**config.mk**
```make
export PLATFORM = sky130hd
export DESIGN_NAME = bbr_mean
export DESIGN_NICKNAME = d
export VERILOG_FILES = /design/src/bbr_pkg.sv /design/src/bbr_mean.sv
export SDC_FILE = /design/constraint.sdc
export NUM_CORES = 1
export LEC_CHECK = 0
export BUFFER_PORTS_ARGS = -buffer_cell sky130_fd_sc_hd__buf_4
export CORE_ASPECT_RATIO = 0.75
export CORE_MARGIN = 3
export CORE_UTILIZATION = 50
export DETAILED_ROUTE_END_ITERATION = 12
export GPL_ROUTABILITY_DRIVEN = 0
export PLACE_DENSITY = 0.67
export SLEW_MARGIN = 20
export SYNTH_ARGS = -nofsm -noshare
export SYNTH_HDL_FRONTEND = slang
export SYNTH_SLANG_ARGS = --single-unit
```
**constraint.sdc**
```tcl
create_clock -name clk_i -period 20.4 [get_ports clk_i]
set_input_delay 4.08 -clock clk_i [delete_from_list [all_inputs] [get_ports clk_i]]
set_output_delay 4.08 -clock clk_i [all_outputs]
set_load 0.05 [all_outputs]
```
**src/bbr_pkg.sv**
```systemverilog
// Shared types, constants and the reciprocal table of the 3x3 box blur.
`timescale 1ns / 1ps

package bbr_pkg;

  // Field widths fixed by the pixel and result formats
  localparam int unsigned CHAN_W     = 8;
  localparam int unsigned ROW_W      = 12;
  localparam int unsigned OUT_COL_W  = 12;
  localparam int unsigned CFG_W      = 13;
  localparam int unsigned CFG_IDX_W  = 2;
  localparam int unsigned SUM_W      = 12;
  localparam int unsigned CNT_W      = 4;
  localparam int unsigned RCP_W      = 17;
  localparam int unsigned RCP_SHIFT  = 16;
  localparam int unsigned MAX_HEIGHT = 4096;

  // Configuration register indexes
  localparam logic [CFG_IDX_W-1:0] CFG_FRAME_WIDTH  = 2'd0;
  localparam logic [CFG_IDX_W-1:0] CFG_FRAME_HEIGHT = 2'd1;

  // Configuration reset values
  localparam logic [CFG_W-1:0] RST_FRAME_WIDTH  = 13'd640;
  localparam logic [CFG_W-1:0] RST_FRAME_HEIGHT = 13'd480;

  // Input item
  typedef struct packed {
    logic [CHAN_W-1:0] in_blue;
    logic [CHAN_W-1:0] in_green;
    logic [CHAN_W-1:0] in_red;
  } bbr_in_t;

  // Result item
  typedef struct packed {
    logic [ROW_W-1:0]     out_row;
    logic [OUT_COL_W-1:0] out_col;
    logic [CHAN_W-1:0]    out_blue;
    logic [CHAN_W-1:0]    out_green;
    logic [CHAN_W-1:0]    out_red;
    logic                 run_last;
  } bbr_out_t;

  // One stored pixel, as kept in the line stores and the window
  typedef struct packed {
    logic [CHAN_W-1:0] red;
    logic [CHAN_W-1:0] green;
    logic [CHAN_W-1:0] blue;
  } pix_t;

  // Window control from the sequencer
  typedef struct packed {
    logic shift_en;   // take in a new column
    logic sum_en;     // register the masked sums
    logic up_row;     // result sits one row above the item
    logic left_col;   // result sits one column left of the item
    logic row_ge1;
    logic row_ge2;
    logic col_ge1;
    logic col_ge2;
  } win_ctrl_t;

  // Masked channel sums and the number of pixels that went in
  typedef struct packed {
    logic [CNT_W-1:0] cnt;
    logic [SUM_W-1:0] sb;
    logic [SUM_W-1:0] sg;
    logic [SUM_W-1:0] sr;
  } sum_t;

  // Rounded-up 2^16/cnt; exact truncated quotient for sums below 2296
  function automatic logic [RCP_W-1:0] recip_f(input logic [CNT_W-1:0] cnt);
    logic [RCP_W-1:0] r;
    case (cnt)
      4'd2:    r = 17'd32768;
      4'd3:    r = 17'd21846;
      4'd4:    r = 17'd16384;
      4'd6:    r = 17'd10923;
      4'd9:    r = 17'd7282;
      default: r = 17'd65536;
    endcase
    return r;
  endfunction

endpackage

```
**src/bbr_mean.sv**
```systemverilog
// Divide the three channel sums by the pixel count via reciprocal multiply.
`timescale 1ns / 1ps

module bbr_mean (
  input  logic           clk_i,
  input  logic           en_i,
  input  bbr_pkg::sum_t  sum_i,
  output bbr_pkg::pix_t  mean_o
);
  import bbr_pkg::*;

  localparam int unsigned PROD_W = SUM_W + RCP_W;

  logic [RCP_W-1:0]  rcp;
  logic [PROD_W-1:0] prod_b_q;
  logic [PROD_W-1:0] prod_g_q;
  logic [PROD_W-1:0] prod_r_q;

  assign rcp = recip_f(sum_i.cnt);

  // Register the products; the shift below takes the quotient
  always_ff @(posedge clk_i) begin
    if (en_i) begin
      prod_b_q <= PROD_W'(sum_i.sb) * PROD_W'(rcp);
      prod_g_q <= PROD_W'(sum_i.sg) * PROD_W'(rcp);
      prod_r_q <= PROD_W'(sum_i.sr) * PROD_W'(rcp);
    end
  end

  assign mean_o.blue  = CHAN_W'(prod_b_q >> RCP_SHIFT);
  assign mean_o.green = CHAN_W'(prod_g_q >> RCP_SHIFT);
  assign mean_o.red   = CHAN_W'(prod_r_q >> RCP_SHIFT);

endmodule

```
==> results.py <==
metrics = {
    "setup_path": {
        "critPathMaxFanout": 43,
        "crit_path_start_kind": "input port",
        "path_class": "in2reg",
        "end_kind": "flop",
        "arrival_ns": 11.20,
        "required_ns": 20.44,
        "startpoint": "sum_i[36]",
    },
    "yosys": {
        "syn-num-nets": 2140,
        "async_reset_ff_frac": 0,
        "seq_area_frac_synth": 0.0492,
        "ys_ff_latch": 24,
        "netlist_instances": 1594,
        "synthDistinctLibCells": 51,
        "synth-edff-count": 24,
        "synth_top_flop_cell": "edfxtp_1",
        "syn_area_mm2": 0.0146,
        "syn_avg_cell_area_um2": 9.18,
        "synth_warnings": 0,
    },
    "die": {
        "core_mm2": 0.0284,
        "die_w_um": 204,
        "io_pins": 66,
        "initial_utilization": 0.515,
        "die_y_um": 154,
        "dieArea_mm2": 0.0314,
        "num_rows": 53,
    },
    "status": {
        "status": "complete, no violations",
    },
    "clock_tree": {
        "post_cts_resized": 0,
        "cts_buffers": 3,
        "hold_buffers": 0,
        "ctsLongestPathBuffers": 2,
        "cts_tree": "built",
        "clk_pin_slew_ns": 0.08,
        "cts-root-buf": "clkbuf_16",
        "cts_setup_buffers": 0,
        "htreeDepth": 1,
        "cts_sinks": 24,
    },
    "min_path": {
        "min_path_cells": 1,
        "hp-start": "en_i",
        "hold_class": "in2reg",
        "hold_path_end": "prod_b_q[23]",
    },
    "drt": {
        "avgViaCountPerCell": 4.92,
        "drt-initial-drc-count": 659,
        "vias": 9941,
        "wire_per_inst_um": 17.1,
        "firstDrtPassIters": 5,
        "drtAntennaViolNets": 0,
        "routed_wl_mm": 34.5,
        "drc": 0,
    },
    "place": {
        "placedCellCount": 2017,
        "io_buffers": 65,
        "hpwl_mm": 30.6,
    },
    "flow_run": {
        "drv_cap": 0,
    },
    "global_route": {
        "overflow": 0,
        "grt_pass1_vias": 10700,
        "grt_usage": 0.234,
        "grt_max_degree": 44,
        "grt_pass1_wl_mm": 56.8,
        "grt_antenna_before_repair": 0,
    },
    "sta": {
        "worst_pin_slew_ns": 1.07,
        "final_max_slew_viol_count": 0,
        "fin_crit_ns": 11.17,
        "grt_setup_unrepaired": "false",
        "max_freq_mhz": 89.6,
        "finalSetupTns_ns": 0,
        "hold_violations": 0,
        "relSlewSlack": 0.287,
        "setup_viol": 0,
        "min_period_over_period": 0.547,
    },
    "cells_and_area": {
        "drive_gt1_frac": 0.0544,
        "fin_nets": 2183,
        "n_antenna_cell": 0,
        "nFillCells": 2555,
        "final_cells": 2021,
        "syn2layout_area_growth_pct": 6.63,
    },
    "power": {
        "leakage_nw": 8.96,
        "ir_drop_v": 0.0000509,
        "power_density_mw_per_mm2": 40.3,
    },
}
## Yosys cell counts, types with 2 or more instances
cell type / n / share of area
inv_1: 597 / 0.15
fa_1: 375 / 0.51
nand2_1: 172 / 0.044
ha_1: 129 / 0.11
and2_1: 76 / 0.032
xnor2_1: 35 / 0.021
clkbuf_1: 27 / 0.0069
edfxtp_1: 24 / 0.049
a21oi_1: 23 / 0.0079
nor2_1: 22 / 0.0056
o21ai_0: 20 / 0.0068
xor2_1: 9 / 0.0054
nand2b_1: 8 / 0.0034
a21o_1: 6 / 0.0031
and3_1: 5 / 0.0021
o21a_1: 5 / 0.0026
nand3_1: 4 / 0.0014
nand4_1: 4 / 0.0017
nor3_1: 4 / 0.0014
a2111oi_0: 3 / 0.0018
buf_2: 3 / 0.0010
o211ai_1: 3 / 0.0015
o22ai_1: 3 / 0.0013
or2_2: 3 / 0.0013
a211oi_1: 2 / 0.0010
a22oi_1: 2 / 0.0010
and4_1: 2 / 0.0012
buf_6: 2 / 0.0015
nor2b_1: 2 / 0.00085
nor4bb_1: 2 / 0.0014
or3_1: 2 / 0.00085
## how the worst max path moves through the flow
stage / endpoint / cells past startpoint
2_1_floorplan: prod_r_q[23] / 24
3_3_place_gp: prod_r_q[23] / 21
3_5_place_dp: prod_r_q[23] / 21
4_1_cts: prod_r_q[23] / 21
5_1_grt: prod_r_q[23] / 23
6_report: prod_r_q[23] / 21
## final cells by class
type,count,area (um2),share of cell area
clock buffers,3,75.1,0.00481
clock inverters,1,3.75,0.000240
flip-flops and latches,24,721,0.0462
multi-input cells,940,11600,0.740
inverters,597,2240,0.144
repair buffers,71,533,0.0341
well taps,385,482,0.0309
## layer usage
| layer | vias up | part of all wire | global-route usage |
|---|---|---|---|
| met5 | - | 0 | 0 |
| li1 | 4580 | - | - |
| met3 | 10 | 0.089 | 0.0562 |
| met1 | 5005 | 0.47 | 0.357 |
| met4 | 0 | 0.0047 | 0.0183 |
| met2 | 346 | 0.44 | 0.357 |
## layout by cell type, fill, tap and decap left out, types with 4 or more instances in the layout
cell        n
a21o_1      6
a21oi_1    23
and2_1     76
and3_1      5
buf_4      71
edfxtp_1   24
fa_1      375
ha_1      129
inv_1     597
nand2_1   172
nand2b_1    8
nand3_1     4
nand4_1     4
nor2_1     21
o21a_1      5
o21ai_0    20
xnor2_1    35
xor2_1      9
## stage by stage
step	setup slack [ns]	total power, mW	hold slack, ns	cell area, um2	util
floorplan	10.26	0.446	4.19	14600	-
global placement	9.19	0.569	4.55	15500	0.546
detailed placement	8.94	0.578	4.55	15500	0.546
CTS	9.27	0.636	4.25	15600	0.549
global route	8.87	0.700	4.25	15600	0.549
finish	9.23	0.628	4.24	15600	0.549
## state kept, by name (all words and copies together) (netlist names)
register,count
prod_b_q,8
prod_g_q,8
prod_r_q,8
## report_power, final
| part | switching, mW | internal [mW] | total [mW] |
|---|---|---|---|
| clock network | 0.0230 | 0.0265 | 0.0495 |
| logic | 0.303 | 0.187 | 0.490 |
| registers | 0.00518 | 0.0838 | 0.0890 |
## critical path: stages
cell and delay [ns]:
buf_4 0.14, and4bb_2 1.02, or2_2 0.86, o21ai_0 0.29, fa_1 0.51, fa_1 0.57
inv_1 0.08, fa_1 0.45, fa_1 0.50, inv_1 0.06, fa_1 0.48, inv_1 0.05
ha_1 0.29, a21o_1 0.18, a21o_1 0.16, a2111oi_0 0.42, o21a_1 0.28, o31ai_4 0.14
a211oi_1 0.39, o21bai_2 0.10, xnor2_1 0.13
## cell families after synthesis
logic type / after synthesis / share of synthesized area
DFF: 24 / 0.0492
adders and majority gates: 504 / 0.623
buffers and inverters: 630 / 0.163
and+or+nand+nor: 313 / 0.103
AOI/OAI and AO/OA: 79 / 0.0357
xor gates and xnor gates: 44 / 0.0263
Note: power is estimated with default switching activity, not from simulation.
