## src/bbr_pkg.sv

```systemverilog
// Shared types, constants and the reciprocal table of the 3x3 box blur.
`timescale 1ns / 1ps

package bbr_pkg;

  // Field widths fixed by the pixel and result formats
  localparam int unsigned CHAN_W     = 8;
  localparam int unsigned ROW_W      = 12;
  localparam int unsigned OUT_COL_W  = 12;
  localparam int unsigned CFG_W      = 13;
  localparam int unsigned CFG_IDX_W  = 2;
  localparam int unsigned SUM_W      = 12;
  localparam int unsigned CNT_W      = 4;
  localparam int unsigned RCP_W      = 17;
  localparam int unsigned RCP_SHIFT  = 16;
  localparam int unsigned MAX_HEIGHT = 4096;

  // Configuration register indexes
  localparam logic [CFG_IDX_W-1:0] CFG_FRAME_WIDTH  = 2'd0;
  localparam logic [CFG_IDX_W-1:0] CFG_FRAME_HEIGHT = 2'd1;

  // Configuration reset values
  localparam logic [CFG_W-1:0] RST_FRAME_WIDTH  = 13'd640;
  localparam logic [CFG_W-1:0] RST_FRAME_HEIGHT = 13'd480;

  // Input item
  typedef struct packed {
    logic [CHAN_W-1:0] in_blue;
    logic [CHAN_W-1:0] in_green;
    logic [CHAN_W-1:0] in_red;
  } bbr_in_t;

  // Result item
  typedef struct packed {
    logic [ROW_W-1:0]     out_row;
    logic [OUT_COL_W-1:0] out_col;
    logic [CHAN_W-1:0]    out_blue;
    logic [CHAN_W-1:0]    out_green;
    logic [CHAN_W-1:0]    out_red;
    logic                 run_last;
  } bbr_out_t;

  // One stored pixel, as kept in the line stores and the window
  typedef struct packed {
    logic [CHAN_W-1:0] red;
    logic [CHAN_W-1:0] green;
    logic [CHAN_W-1:0] blue;
  } pix_t;

  // Window control from the sequencer
  typedef struct packed {
    logic shift_en;   // take in a new column
    logic sum_en;     // register the masked sums
    logic up_row;     // result sits one row above the item
    logic left_col;   // result sits one column left of the item
    logic row_ge1;
    logic row_ge2;
    logic col_ge1;
    logic col_ge2;
  } win_ctrl_t;

  // Masked channel sums and the number of pixels that went in
  typedef struct packed {
    logic [CNT_W-1:0] cnt;
    logic [SUM_W-1:0] sb;
    logic [SUM_W-1:0] sg;
    logic [SUM_W-1:0] sr;
  } sum_t;

  // Rounded-up 2^16/cnt; exact truncated quotient for sums below 2296
  function automatic logic [RCP_W-1:0] recip_f(input logic [CNT_W-1:0] cnt);
    logic [RCP_W-1:0] r;
    case (cnt)
      4'd2:    r = 17'd32768;
      4'd3:    r = 17'd21846;
      4'd4:    r = 17'd16384;
      4'd6:    r = 17'd10923;
      4'd9:    r = 17'd7282;
      default: r = 17'd65536;
    endcase
    return r;
  endfunction

endpackage

```

## src/bbr_window.sv

```systemverilog
// 3x3 pixel window with masked per-channel sums over in-frame neighbors.
`timescale 1ns / 1ps

module bbr_window (
  input  logic               clk_i,
  input  logic               rst_ni,
  input  bbr_pkg::win_ctrl_t ctrl_i,
  input  bbr_pkg::pix_t      up_i,
  input  bbr_pkg::pix_t      mid_i,
  input  bbr_pkg::pix_t      px_i,
  output bbr_pkg::sum_t      sum_o
);
  import bbr_pkg::*;

  pix_t       win_q [9];
  sum_t       sum_d;
  sum_t       sum_q;
  logic [2:0] row_ok;
  logic [2:0] col_ok;
  logic [1:0] nrows;
  logic [1:0] ncols;

  // Shift the window left by one column on each new item
  always_ff @(posedge clk_i or negedge rst_ni) begin
    if (!rst_ni) begin
      for (int j = 0; j < 9; j++) begin
        win_q[j] <= '0;
      end
    end else if (ctrl_i.shift_en) begin
      win_q[0] <= win_q[1];
      win_q[1] <= win_q[2];
      win_q[2] <= up_i;
      win_q[3] <= win_q[4];
      win_q[4] <= win_q[5];
      win_q[5] <= mid_i;
      win_q[6] <= win_q[7];
      win_q[7] <= win_q[8];
      win_q[8] <= px_i;
    end
  end

  // Keep rows and columns that are both near the result and inside the frame
  always_comb begin
    row_ok = {1'b1, ctrl_i.row_ge1, ctrl_i.up_row & ctrl_i.row_ge2};
    col_ok = {1'b1, ctrl_i.col_ge1, ctrl_i.left_col & ctrl_i.col_ge2};
    nrows  = 2'(row_ok[0]) + 2'(row_ok[1]) + 2'(row_ok[2]);
    ncols  = 2'(col_ok[0]) + 2'(col_ok[1]) + 2'(col_ok[2]);
    sum_d  = '0;
    for (int i = 0; i < 3; i++) begin
      for (int k = 0; k < 3; k++) begin
        if (row_ok[i] && col_ok[k]) begin
          sum_d.sb = sum_d.sb + SUM_W'(win_q[i*3+k].blue);
          sum_d.sg = sum_d.sg + SUM_W'(win_q[i*3+k].green);
          sum_d.sr = sum_d.sr + SUM_W'(win_q[i*3+k].red);
        end
      end
    end
    sum_d.cnt = CNT_W'(nrows) * CNT_W'(ncols);
  end

  // Hold the sums for the divide stage
  always_ff @(posedge clk_i) begin
    if (ctrl_i.sum_en) begin
      sum_q <= sum_d;
    end
  end

  assign sum_o = sum_q;

endmodule

```

## config.mk

```make
export PLATFORM = sky130hd
export DESIGN_NAME = bbr_window
export DESIGN_NICKNAME = d
export VERILOG_FILES = /design/src/bbr_pkg.sv /design/src/bbr_window.sv
export SDC_FILE = /design/constraint.sdc
export NUM_CORES = 1
export LEC_CHECK = 0
export BUFFER_PORTS_ARGS = -buffer_cell sky130_fd_sc_hd__buf_2
export CAP_MARGIN = 10
export CELL_PAD_IN_SITES_DETAIL_PLACEMENT = 0
export CELL_PAD_IN_SITES_GLOBAL_PLACEMENT = 1
export CORE_MARGIN = 2
export CORE_UTILIZATION = 49
export DETAILED_ROUTE_END_ITERATION = 7
export PLACE_DENSITY = 0.87
export SETUP_SLACK_MARGIN = 0.4
export SKIP_CTS_REPAIR_TIMING = 1
export SYNTH_ARGS = -nofsm -noshare
export SYNTH_HDL_FRONTEND = slang
export SYNTH_SLANG_ARGS = --single-unit
```

## constraint.sdc

```tcl
create_clock -name clk_i -period 9.1 [get_ports clk_i]
set_input_delay 0.91 -clock clk_i [delete_from_list [all_inputs] [get_ports clk_i]]
set_output_delay 0.91 -clock clk_i [all_outputs]
set_load 0.02 [all_outputs]
```

==> results.py <==
metrics = {
    "drt": {
        "drt_iter0_drc": 861,
        "drt-vias-per-instance": 5.57,
        "totalWireLength_um": 55100,
        "vias": 17200,
        "wl_per_cell_um": 17.9,
        "drc": 0,
        "firstDrtPassIters": 5,
        "drtAntennaViolNets": 0,
    },
    "global_route": {
        "grt_start_max_net_pins": 95,
        "grt_pass1_vias": 16800,
        "gr-total-overflow": 0,
        "grt_usage_pct": 25.4,
        "antenna_found_initial": 1,
        "grt_pass1_wl_um": 86100,
    },
    "layout": {
        "seq_area_um2": 6610,
        "areaGrowthSynthToFinish_pct": 28.6,
        "drive_gt1_share_pct": 36.6,
        "nets": 2824,
        "num-fill-cells": 3265,
        "final_core_util_pct": 63.5,
        "multi_input_area_um2": 13700,
    },
    "clock_network": {
        "htree_num_levels": 1,
        "clkLatencyLatePin_ns": 0.58,
        "clockRootBuffer": "clkbuf_16",
        "clock-sinks": 256,
        "clockBufferDepth": 3,
        "clk_pin_slew_ns": 0.06,
        "cts_tree": "built",
        "cts_buffers": 30,
    },
    "place": {
        "pre_cts_slack_ns": -0.581,
        "io_buffers": 121,
        "gp_congestion": 0.909,
        "hpwlAfterDp_um": 40800,
    },
    "timing": {
        "max_slew.worst_pin.slew_ns": 1.03,
        "timing.final.ws_setup_ns": 0.225,
        "fin_hold_ws_ns": 0.358,
        "max_freq_mhz": 113,
        "grt_setup_unrepaired": "yes",
        "min_period_over_period_pct": 97.5,
        "final_max_slew_viol_count": 0,
        "period_needed_ns": 8.87,
        "finClkSkew_ns": 0.0134,
        "relSlewSlack_pct": 31.6,
        "hold_viol": 0,
        "finalSetupViolCount": 0,
    },
    "floorplan": {
        "core_um2": 40600,
        "die_area_um2": 42500,
        "die-height_um": 206,
        "row_count": 74,
        "pin_count": 122,
        "die_w_um": 206,
        "initial_core_util_pct": 49.4,
    },
    "pwr": {
        "powerDensity_nw_per_um2": 218,
        "leakage_nw": 11.8,
        "totalPowerFinal_mw": 5.62,
        "peakVddDrop_mv": 0.149,
    },
    "critical_path": {
        "worst_setup_path_end_kind": "flop",
        "path_class": "input pin to flop",
        "worstPathMaxFanout": 4,
        "critPathMaxStageDelay_ns": 0.47,
        "critPathSlowestCell": "xor3_2",
        "startpoint_type": "input pin",
        "cp_common_cell": "ha_4",
        "cp.arrival_ns": 9.21,
        "cp.required_ns": 9.43,
    },
    "synthesis": {
        "ys_types": 89,
        "synth_edf_count": 40,
        "synth_warnings": 0,
        "synth-seq-cells": 256,
        "syn_nets": 2393,
        "async_reset_ff_share_pct": 84.4,
        "syn_area_um2": 20000,
        "synth_ff_type": "dfrtp_1",
        "synthCells": 2091,
        "yosysSeqAreaShare_pct": 33.0,
        "syn_area_per_cell_um2": 9.58,
    },
    "hold_path": {
        "hold_path.class": "input pin to asynchronous set/reset pin",
    },
    "run_status": {
        "status": "finished, final reports clean",
    },
    "flow_run": {
        "cap_violations": 0,
    },
}
==> area by class of cell <==
class / instances / area share (%)
Multi-Input combinational cell: 1645 / 53.3
Clock inverter: 14 / 0.559
Inverter: 123 / 1.81
Timing Repair Buffer: 466 / 12.7
Antenna cell: 1 / 0.00972
Sequential cell: 256 / 25.6
Clock buffer: 42 / 3.37
Tap cell: 532 / 2.58
==> power breakdown <==
part | switching, mW | internal [mW] | total, mW | leakage (nW)
logic | 1.38 | 1.44 | 2.82 | 8.34
clock network | 0.512 | 0.725 | 1.24 | 0.494
registers | 0.148 | 1.41 | 1.56 | 2.94
==> cells in the final DEF, fill, tap and decap left out, types with 12 or more instances in the layout <==
cell type and instances:
nand2_1 152, and2_1 30, nor2b_1 27, buf_6 12, ha_4 21, mux2i_1 12, nor3_1 24, xnor2_1 76
a21o_1 49, mux2_2 213, o21a_1 35, a21oi_2 32, buf_4 337, dfrtp_1 216, nand3_1 18, edfxtp_1 40
clkbuf_16 32, inv_1 115, a21oi_1 109, nor2_1 150, buf_2 115, o21ai_0 113, xor2_1 56, a211oi_1 14
o21ai_1 34, o21ai_2 19, o21bai_1 21, ha_1 174, fa_1 21
==> worst paths after layout <==
kind                       startpoint    endpoint  slack (ns)  cells past startpoint
setup / recovery            ctrl_i[5]   sum_o[21]        0.23                     44
hold / removal                 rst_ni   win_q[88]        0.36                      1
setup reg to reg           win_q[200]   sum_o[21]        0.59                     41
hold reg to reg            win_q[209]  win_q[209]        0.50                      1
max in group asynchronous      rst_ni    win_q[4]        7.34                      2
min in group clk_i         win_q[209]  win_q[209]        0.50                      1
==> kinds of logic (layout without fill, tap and decap cells) <==
group / after synthesis / in the layout / share of synthesized area (%)
adder cells (fa/ha/maj): 221 / 221 / 14.7
other: 0 / 1 / 0
XOR/XNOR: 148 / 148 / 6.84
buffers and inverters: 190 / 645 / 3.58
multiplexers: 226 / 226 / 12.6
flip-flops: 256 / 256 / 33.0
AND/OR/NAND/NOR: 494 / 494 / 11.5
AO/OA/AOI/OAI: 556 / 556 / 17.8
==> state kept, by name, summed over array words and instances, names as in the netlist <==
signal,flops
win_q,216
sum_o,40
==> per-stage QoR <==
stage / std cells / setup TNS [ns] / instance area [um2]
after floorplan: 2091 / 0 / 20100
after global placement: 2993 / -1.81 / 23500
after detailed placement: 2993 / -5.05 / 23500
after CTS: 3049 / 0 / 24500
after global routing: 3078 / -0.524 / 25800
final: 3079 / 0 / 25800
==> Yosys cell counts (5+ instances only) <==
master / count / area [um2]
o211ai_1: 10 / 75.1
inv_1: 120 / 450
a21o_1: 49 / 368
a31oi_1: 11 / 68.8
and3_1: 5 / 31.3
nor2_1: 159 / 597
o21bai_1: 24 / 180
ha_1: 196 / 2450
buf_1: 7 / 26.3
o22ai_1: 5 / 31.3
o21a_1: 35 / 263
xor2_1: 58 / 508
o31a_1: 7 / 61.3
o21ai_0: 164 / 821
and2_1: 33 / 206
nor2b_1: 30 / 188
mux2_2: 214 / 2410
nand3_1: 21 / 105
dfrtp_1: 216 / 5410
clkbuf_1: 57 / 214
xnor2_1: 84 / 736
nor3_1: 32 / 160
nand2b_1: 13 / 81.3
or3_1: 11 / 68.8
o31ai_1: 19 / 143
a211oi_1: 21 / 158
mux2i_1: 12 / 120
nand2_1: 158 / 593
a21boi_0: 9 / 67.6
a31o_2: 6 / 52.6
edfxtp_1: 40 / 1200
fa_1: 24 / 480
a21oi_1: 144 / 721
==> critical path, delay by kind of cell <==
family	cells	cell delay, ns
AND/OR/NAND/NOR	11	2.14
AO/OA/AOI/OAI	11	2.06
adder cells (fa/ha/maj)	8	1.95
XOR/XNOR	8	1.42
buffers and inverters	5	0.45
multiplexers	1	0.28
==> routing by layer <==
layer  vias up  GRT usage [%]  routed length, um
met5         -              0                  0
met4         0           5.66               1010
met3        63           2.71               2450
met2       352           43.5              26700
met1      8404           34.7              25000
li1       8339              -                  -
Note: power is estimated with default switching activity, not from simulation.
